[config.mk]
export PLATFORM = sky130hd
export DESIGN_NAME = fpa_div_step
export DESIGN_NICKNAME = d
export VERILOG_FILES = /design/src/hw/rtl/assert_macros.svh /design/src/hw/rtl/fpa_pkg.sv /design/src/hw/rtl/fpa_div_step.sv
export SDC_FILE = /design/constraint.sdc
export NUM_CORES = 1
export LEC_CHECK = 0
export BUFFER_PORTS_ARGS = -buffer_cell sky130_fd_sc_hd__buf_2
export CAP_MARGIN = 25
export CORE_ASPECT_RATIO = 1.2
export CORE_MARGIN = 10
export CORE_UTILIZATION = 53
export CTS_CLUSTER_DIAMETER = 60
export DETAILED_ROUTE_END_ITERATION = 10
export PLACE_DENSITY = 0.86
export SLEW_MARGIN = 40
export SYNTH_ARGS = -nofsm -noshare
export SYNTH_HDL_FRONTEND = slang
export SYNTH_SLANG_ARGS = --single-unit
export TNS_END_PERCENT = 50
[constraint.sdc]
create_clock -name clk_i -period 1.3 [get_ports clk_i]
set_clock_uncertainty 0.15 [all_clocks]
set_input_delay 0 -clock clk_i [delete_from_list [all_inputs] [get_ports clk_i]]
set_output_delay 0 -clock clk_i [all_outputs]
set_load 0.05 [all_outputs]
[src/hw/rtl/assert_macros.svh]
// ---------------------------------------------------------------------------
// Assertion macros used by the RTL
// Concurrent assertion wrappers clocked on clk_i, with or without reset disable.
// ---------------------------------------------------------------------------
`ifndef ASSERT_MACROS_SVH
`define ASSERT_MACROS_SVH

// Check a property at every rising edge outside reset.
`define FPA_ASSERT(lbl, prop, msg) \
  lbl: assert property (@(posedge clk_i) disable iff (!rst_ni) (prop)) else $error(msg);

// Check a property at every rising edge, reset included.
`define FPA_ASSERT_ALWAYS(lbl, prop, msg) \
  lbl: assert property (@(posedge clk_i) (prop)) else $error(msg);

`endif

[src/hw/rtl/fpa_pkg.sv]
// ---------------------------------------------------------------------------
// Fixed-point ALU package
// Operation codes and request/response payload types.
// ---------------------------------------------------------------------------
package fpa_pkg;

  typedef enum logic [3:0] {
    OP_ADD      = 4'd0,
    OP_SUB      = 4'd1,
    OP_MUL      = 4'd2,
    OP_DIV      = 4'd3,
    OP_GT       = 4'd4,
    OP_LT       = 4'd5,
    OP_GE       = 4'd6,
    OP_LE       = 4'd7,
    OP_EQ       = 4'd8,
    OP_NE       = 4'd9,
    OP_MIN      = 4'd10,
    OP_MAX      = 4'd11,
    OP_INC      = 4'd12,
    OP_DEC      = 4'd13,
    OP_FROM_INT = 4'd14,
    OP_TO_INT   = 4'd15
  } fpa_op_e;

  typedef struct packed {
    logic [3:0]         kind;
    logic signed [31:0] operand_a;
    logic signed [31:0] operand_b;
  } fpa_req_t;

  typedef struct packed {
    logic signed [31:0] result;
    logic               compare_true;
    logic               divide_by_zero;
  } fpa_rsp_t;

endpackage

[src/hw/rtl/fpa_div_step.sv]
// ---------------------------------------------------------------------------
// Fixed-point ALU divider step
// One restoring division stage: one quotient bit per register stage.
// ---------------------------------------------------------------------------
module fpa_div_step import fpa_pkg::*; #(
  parameter int unsigned DW = 32,
  parameter int unsigned QW = 40,
  parameter int unsigned TW = 8
) (
  input  logic          clk_i,
  input  logic          rst_ni,
  input  logic          en_i,
  input  logic          valid_i,
  input  logic [QW-1:0] n_i,
  input  logic [DW-1:0] r_i,
  input  logic [DW-1:0] d_i,
  input  logic [TW-1:0] tag_i,
  output logic          valid_o,
  output logic [QW-1:0] n_o,
  output logic [DW-1:0] r_o,
  output logic [DW-1:0] d_o,
  output logic [TW-1:0] tag_o
);

  logic [DW:0]   trial;
  logic [DW+1:0] diff;
  logic          qbit;
  logic          valid_q;
  logic [QW-1:0] n_q;
  logic [DW-1:0] r_q, d_q;
  logic [TW-1:0] tag_q;

  // Shift the next numerator bit into the partial remainder and try the divisor.
  assign trial = {r_i, n_i[QW-1]};
  assign diff  = {1'b0, trial} - {2'b00, d_i};
  assign qbit  = ~diff[DW+1];

  always_ff @(posedge clk_i or negedge rst_ni) begin
    if (!rst_ni) begin
      valid_q <= 1'b0;
    end else if (en_i) begin
      valid_q <= valid_i;
    end
  end

  always_ff @(posedge clk_i) begin
    if (en_i) begin
      n_q   <= {n_i[QW-2:0], qbit};
      r_q   <= qbit ? diff[DW-1:0] : trial[DW-1:0];
      d_q   <= d_i;
      tag_q <= tag_i;
    end
  end

  assign valid_o = valid_q;
  assign n_o     = n_q;
  assign r_o     = r_q;
  assign d_o     = d_q;
  assign tag_o   = tag_q;

endmodule

==> out/metrics.csv, run 1 <==
stage,metric,value,unit
sta,endpoint_type,sequential cell input,
synth,syn_area,5810,um^2
synth,synth-compound-area-share,11.8,%
cts,cts_inserted_buffers,17,
grt,grt_usage,78.5,%
synth,synth_warnings,0,
cts,cts_root_buf,clkbuf_16,
synth,synth-main-ff-cell,edfxtp_1,
synth,synth_seq_cells,113,
cts,h-tree-depth,4,
cts,cts.path.max_buffers,2,
synth,synthArstFlopShare,0.885,%
synth,yosysUniqueCellTypes,54,
placement,numPortBuffers,228,
floorplanning,initial_core_util,54.7,%
synth,synth_top_family_by_area,compound AO/OA/AOI/OAI gates,
cts,clock-sinks,113,
floorplanning,die_w,116,um
synth,synth_xor_area_share,3.62,%
floorplanning,die_h,135,um
placement,gp_congestion,0.832,
run_status,stop_stage,global routing (5_1_grt),
synth,postSynthAreaPerCell,13.3,um^2
synth,yosysTopAreaCellShare,57.9,%
grt,overflow,201,
synth,synth_area_leaders,"edfxtp_1 (58%), ha_1 (6.9%), mux2_4 (6.5%)",
synth,synthAdderAreaFrac,7.24,%
synth,synth_nets,584,
synth,synth_edf_count,112,
sta,grt-worst-endpoint,r_o[28]$_DFFE_PP_/D,
synth,seq_area_frac_synth,58.3,%
placement,hpwl,15.2,mm
run_status,firstError,[ERROR GRT-0232] Routing congestion too high. Check the congestion heatmap in the GUI.,
synth,synth_top_cell_by_area,edfxtp_1,
grt,grt_max_degree,63,
synth,muxShareOfSynthArea,8.08,%
floorplanning,ios,229,
synth,synth_cells,435,
placement,place_area,8090,um^2
run_status,status,stopped before the end,
floorplanning,core.rowCount,41,
synth,synthSimpleGateAreaFrac,6.87,%
## per-stage QoR
step	setup slack (ns)	TNS (ns)	utilization (%)	hold slack, ns	instances
floorplan	-1.34	-41.99	-	-0.446	435
global placement	-1.57	-46.10	76.2	-0.376	901
detailed placement	-1.61	-47.64	76.2	-0.373	901
CTS	-1.06	-30.67	95.9	-0.349	1060
## metal layers
layer	overflow	track usage, %
met4	78	83.9
met2	119	91.6
met3	2	69.4
met5	0	33.9
met1	2	74.2
## cell usage after synthesis (all sizes together) (2+ instances only)
cell type,count
a211oi,5
a21boi,2
a21o,7
a21oi,33
a31oi,4
a41oi,2
and3,6
and4,2
buf,8
edfxtp,112
ha,32
inv,41
mux2,28
mux2i,6
nand2,23
nand2b,4
nand3,5
nand4,6
nor2,16
nor2b,3
nor3,6
o211ai,4
o21a,6
o21ai,18
o21bai,4
o31ai,5
or2,3
or3,3
xnor2,17
xor2,7
## kinds of logic after synthesis
group,count (synthesis)
AOI/OAI and AO/OA,102
xor gates and xnor gates,24
adders and majority gates,33
buffers and inverters,49
DFF,113
muxes,34
and+or+nand+nor,80
## timing repair
action	CTS
endpoints found under the hold margin	133
pin swaps	28
hold buffers	113
cloned	1
gates resized for setup	67
buffers inserted	13
setup endpoints to repair	33
==> run 2, diff against run 1 <==
--- a/config.mk
+++ b/config.mk
@@ -7,12 +7,10 @@
 export LEC_CHECK = 0
 export BUFFER_PORTS_ARGS = -buffer_cell sky130_fd_sc_hd__buf_2
 export CAP_MARGIN = 25
-export CORE_ASPECT_RATIO = 1.2
 export CORE_MARGIN = 10
-export CORE_UTILIZATION = 53
-export CTS_CLUSTER_DIAMETER = 60
+export CORE_UTILIZATION = 39
 export DETAILED_ROUTE_END_ITERATION = 10
-export PLACE_DENSITY = 0.86
+export PLACE_DENSITY_LB_ADDON = 0.15
 export SLEW_MARGIN = 40
 export SYNTH_ARGS = -nofsm -noshare
 export SYNTH_HDL_FRONTEND = slang
==> run 2 against run 1 <==
Net effect: the flow now finishes, with violations (negative hold slack, negative setup slack); synthesized area did not move; synthesized cell count did not move.
==> out/metrics.csv, run 2 <==
stage,metric,value,unit,change
layout,nets,1059,,
synth,postSynthAreaPerCell,13.3,um^2,unchanged
synth,synth_warnings,0,,unchanged
synth,synth_nets,584,,unchanged
sta,finalCriticalPeriod,2.27,ns,
layout,drive_gt1_share,49.9,%,
grt,grt_pass1_wl,31.3,mm,
floorplanning,dieArea,20200,um^2,
routing,vias,5514,,
synth,synth_top_cell_by_area,edfxtp_1,,unchanged
floorplanning,core.rowCount,44,,was 41
grt,grt_max_degree,49,,
synth,synth_common_cells,"edfxtp_1 (112), inv_1 (41), a21oi_1 (32), ha_1 (32), mux2_4 (25)",,unchanged
cts,cts_root_buf,clkbuf_16,,unchanged
sta,fmax,440,MHz,
routing,wl_met1,8.05,mm,
synth,syn_area,5810,um^2,unchanged
synth,synth_cells,435,,unchanged
routing,wire_per_inst,18.6,um,
placement,hpwl,14.5,mm,was 15.2 mm
synth,synth-main-ff-cell,edfxtp_1,,unchanged
critical_path,slowest_stage,o41a_1,,
cts,cts_tree,yes,,
synth,yosysUniqueCellTypes,54,,unchanged
routing,routed_wl,20.7,mm,
sta,slew_violations,0,,
sta,setup_viol,33,,
critical_path,cp.required,1.31,ns,
sta,rsz0062_at_grt,true,,
grt,overflow,0,,
placement,gp_congestion,0.891,,was 0.832
critical_path,cp_cell_sequence,"buf_6, inv_4, ha_4, inv_2, fa_2, a211oi_2, o211a_1, o31ai_4, o41a_1, a41oi_2, o21ai_1, a21boi_2, mux2_4",,
synth,yosysTopAreaCellShare,57.9,%,unchanged
grt,grt_pass1_vias,5806,,
synth,yosysMostFrequentCell,edfxtp_1,,unchanged
synth,synth_area_leaders,"edfxtp_1 (58%), ha_1 (6.9%), mux2_4 (6.5%)",,unchanged
routing,dr_wl_met3,1.72,mm,
synth,synthArstFlopShare,0.885,%,unchanged
power,p_leak,4.65,nW,
layout,final_cell_area,10300,um^2,
placement,numPortBuffers,228,,unchanged
critical_path,worstPathMaxFanout,3,,
run_status,violations,"negative hold slack, negative setup slack",,
critical_path,cp-start-kind,input pin,,
layout,layout_commonest_cell,buf_2,,
routing,dr.pass1.iters,5,,
sta,hold_violations,2,,
power,ir_worst_vdd,0.875,mV,
critical_path,crit_path_max_incr_delay,0.37,ns,
routing,drtAntennaViolNets,0,,
cts,cts_inserted_buffers,17,,unchanged
synth,synth_seq_cells,113,,unchanged
sta,setup_ws,-0.971,ns,
floorplanning,die_w,142,um,was 116 um
flow_run,maxCapViolCount,0,,
cts,cts.clk_slew.worst_paths,0.06,ns,
hold_path,hp-class,in2reg,,
grt,grt_usage,19.6,%,
run_status,status,"finished, violations left",,was stopped before the end
synth,synth_edf_count,112,,unchanged
layout,largest_reg_flops,40,,
placement,place_area,8040,um^2,was 8090 um^2
critical_path,cp-end-kind,flip-flop,,
floorplanning,ios,229,,unchanged
layout,most-common-layout-cells,"buf_2 (216), dlygate4sd3_1 (113), edfxtp_1 (112)",,
layout,area_growth,76.8,%,
sta,hold_ws,-0.336,ns,
routing,drcViolationCount,0,,
routing,via_per_inst,4.97,,
critical_path,cp.arrival,2.28,ns,
cts,h-tree-depth,4,,unchanged
cts,clkLatencyLatePin,0.41,ns,
routing,top_layer,met4,,
sta,slew_headroom,75.1,%,
routing,met2_wirelength,10.6,mm,
sta,worstMarginPinSlew,0.370,ns,
routing,drtIter0Drc,292,,
grt,antenna_found_initial,5,,
floorplanning,initial_core_util,39.8,%,was 54.7%
synth,seq_area_frac_synth,58.3,%,unchanged
critical_path,crit_type,in2reg,,
floorplanning,die_h,142,um,was 135 um
cts,cts.path.max_buffers,2,,unchanged
power,pwr_density_cell,1320,nW/um^2,
placement,dp_slack,-1.68,ns,was -1.61 ns
sta,finalCritPeriodShare,175,%,
floorplanning,core_area,14600,um^2,
cts,clock-sinks,113,,unchanged
==> run 2: timing repair <==
action | 4_1_cts | 5_1_grt
resized for setup | 59 | 20
endpoints found under the setup margin | 33 | 33
gates cloned | 2 | 2
pin swaps | 19 | 7
setup buffers | 11 | 3
hold buffers | 112 | 1
endpoints found under the hold margin | 133 | 3
==> run 2: area by class of cell <==
cell class	instances	area, um^2
Antenna cell	3	7.51
Clock buffer	18	429
Clock inverter	14	139
Fill cell	1008	4320
Inverter	41	179
Multi-Input combinational cell	273	2470
Sequential cell	113	3390
Tap cell	184	230
Timing Repair Buffer	464	3430
==> run 2: logic make-up (layout without fill, tap and decap cells) <==
logic type,after synthesis,after routing,share of synthesized area (%)
AOI/OAI and AO/OA,102,102,11.8
DFF,113,113,58.3
and+or+nand+nor,80,80,6.87
muxes,34,34,8.08
xor gates and xnor gates,24,24,3.62
other,0,3,0
adders and majority gates,33,33,7.24
buffers and inverters,49,537,4.03
==> run 2: final timing paths <==
| check | startpoint | endpoint | slack, ns | cells after the start |
|---|---|---|---|---|
| min reg2reg | valid_o | valid_o | 0.35 | 1 |
| min | d_i[0] | d_o[0] | -0.34 | 1 |
| max reg2reg | valid_o | valid_o | 0.41 | 1 |
| min in group asynchronous | rst_ni | valid_o | 0.32 | 3 |
| max | n_i[39] | r_o[28] | -0.97 | 13 |
| max in group asynchronous | rst_ni | valid_o | 0.58 | 3 |
==> run 2: layer usage <==
metal / vias up / track usage [%]
li1: 2613 / -
met4: 0 / 6.62
met3: 22 / 6.48
met5: - / 0
met2: 223 / 34.1
met1: 2656 / 22.0
==> run 2: per-stage QoR <==
step,utilization [%],power (mW),hold slack [ns],cells,setup TNS [ns]
2_1_floorplan,-,7.20,-0.446,435,-41.99
4_1_cts,69.1,13.5,-0.358,1101,-29.47
3_5_place_dp,55.1,8.48,-0.373,944,-48.29
3_3_place_gp,55.1,8.43,-0.374,944,-47.45
6_report,70.4,13.5,-0.336,1110,-29.92
5_1_grt,70.4,14.1,-0.348,1109,-32.13
==> run 2: worst max-delay path, delay by kind of cell <==
| kind | cells | cell delay, ns |
|---|---|---|
| compound gates | 7 | 1.35 |
| fa+ha+maj | 2 | 0.49 |
| buf+inv | 3 | 0.19 |
| mux | 1 | 0.25 |
==> run 2: report_power, final <==
| group | total [mW] | internal, mW | switching [mW] |
|---|---|---|---|
| clock | 4.48 | 2.80 | 1.67 |
| combinational | 4.49 | 1.85 | 2.63 |
| sequential | 4.58 | 4.47 | 0.108 |
| total | 13.5 | 9.12 | 4.42 |
(Power assumes the default switching activity.)
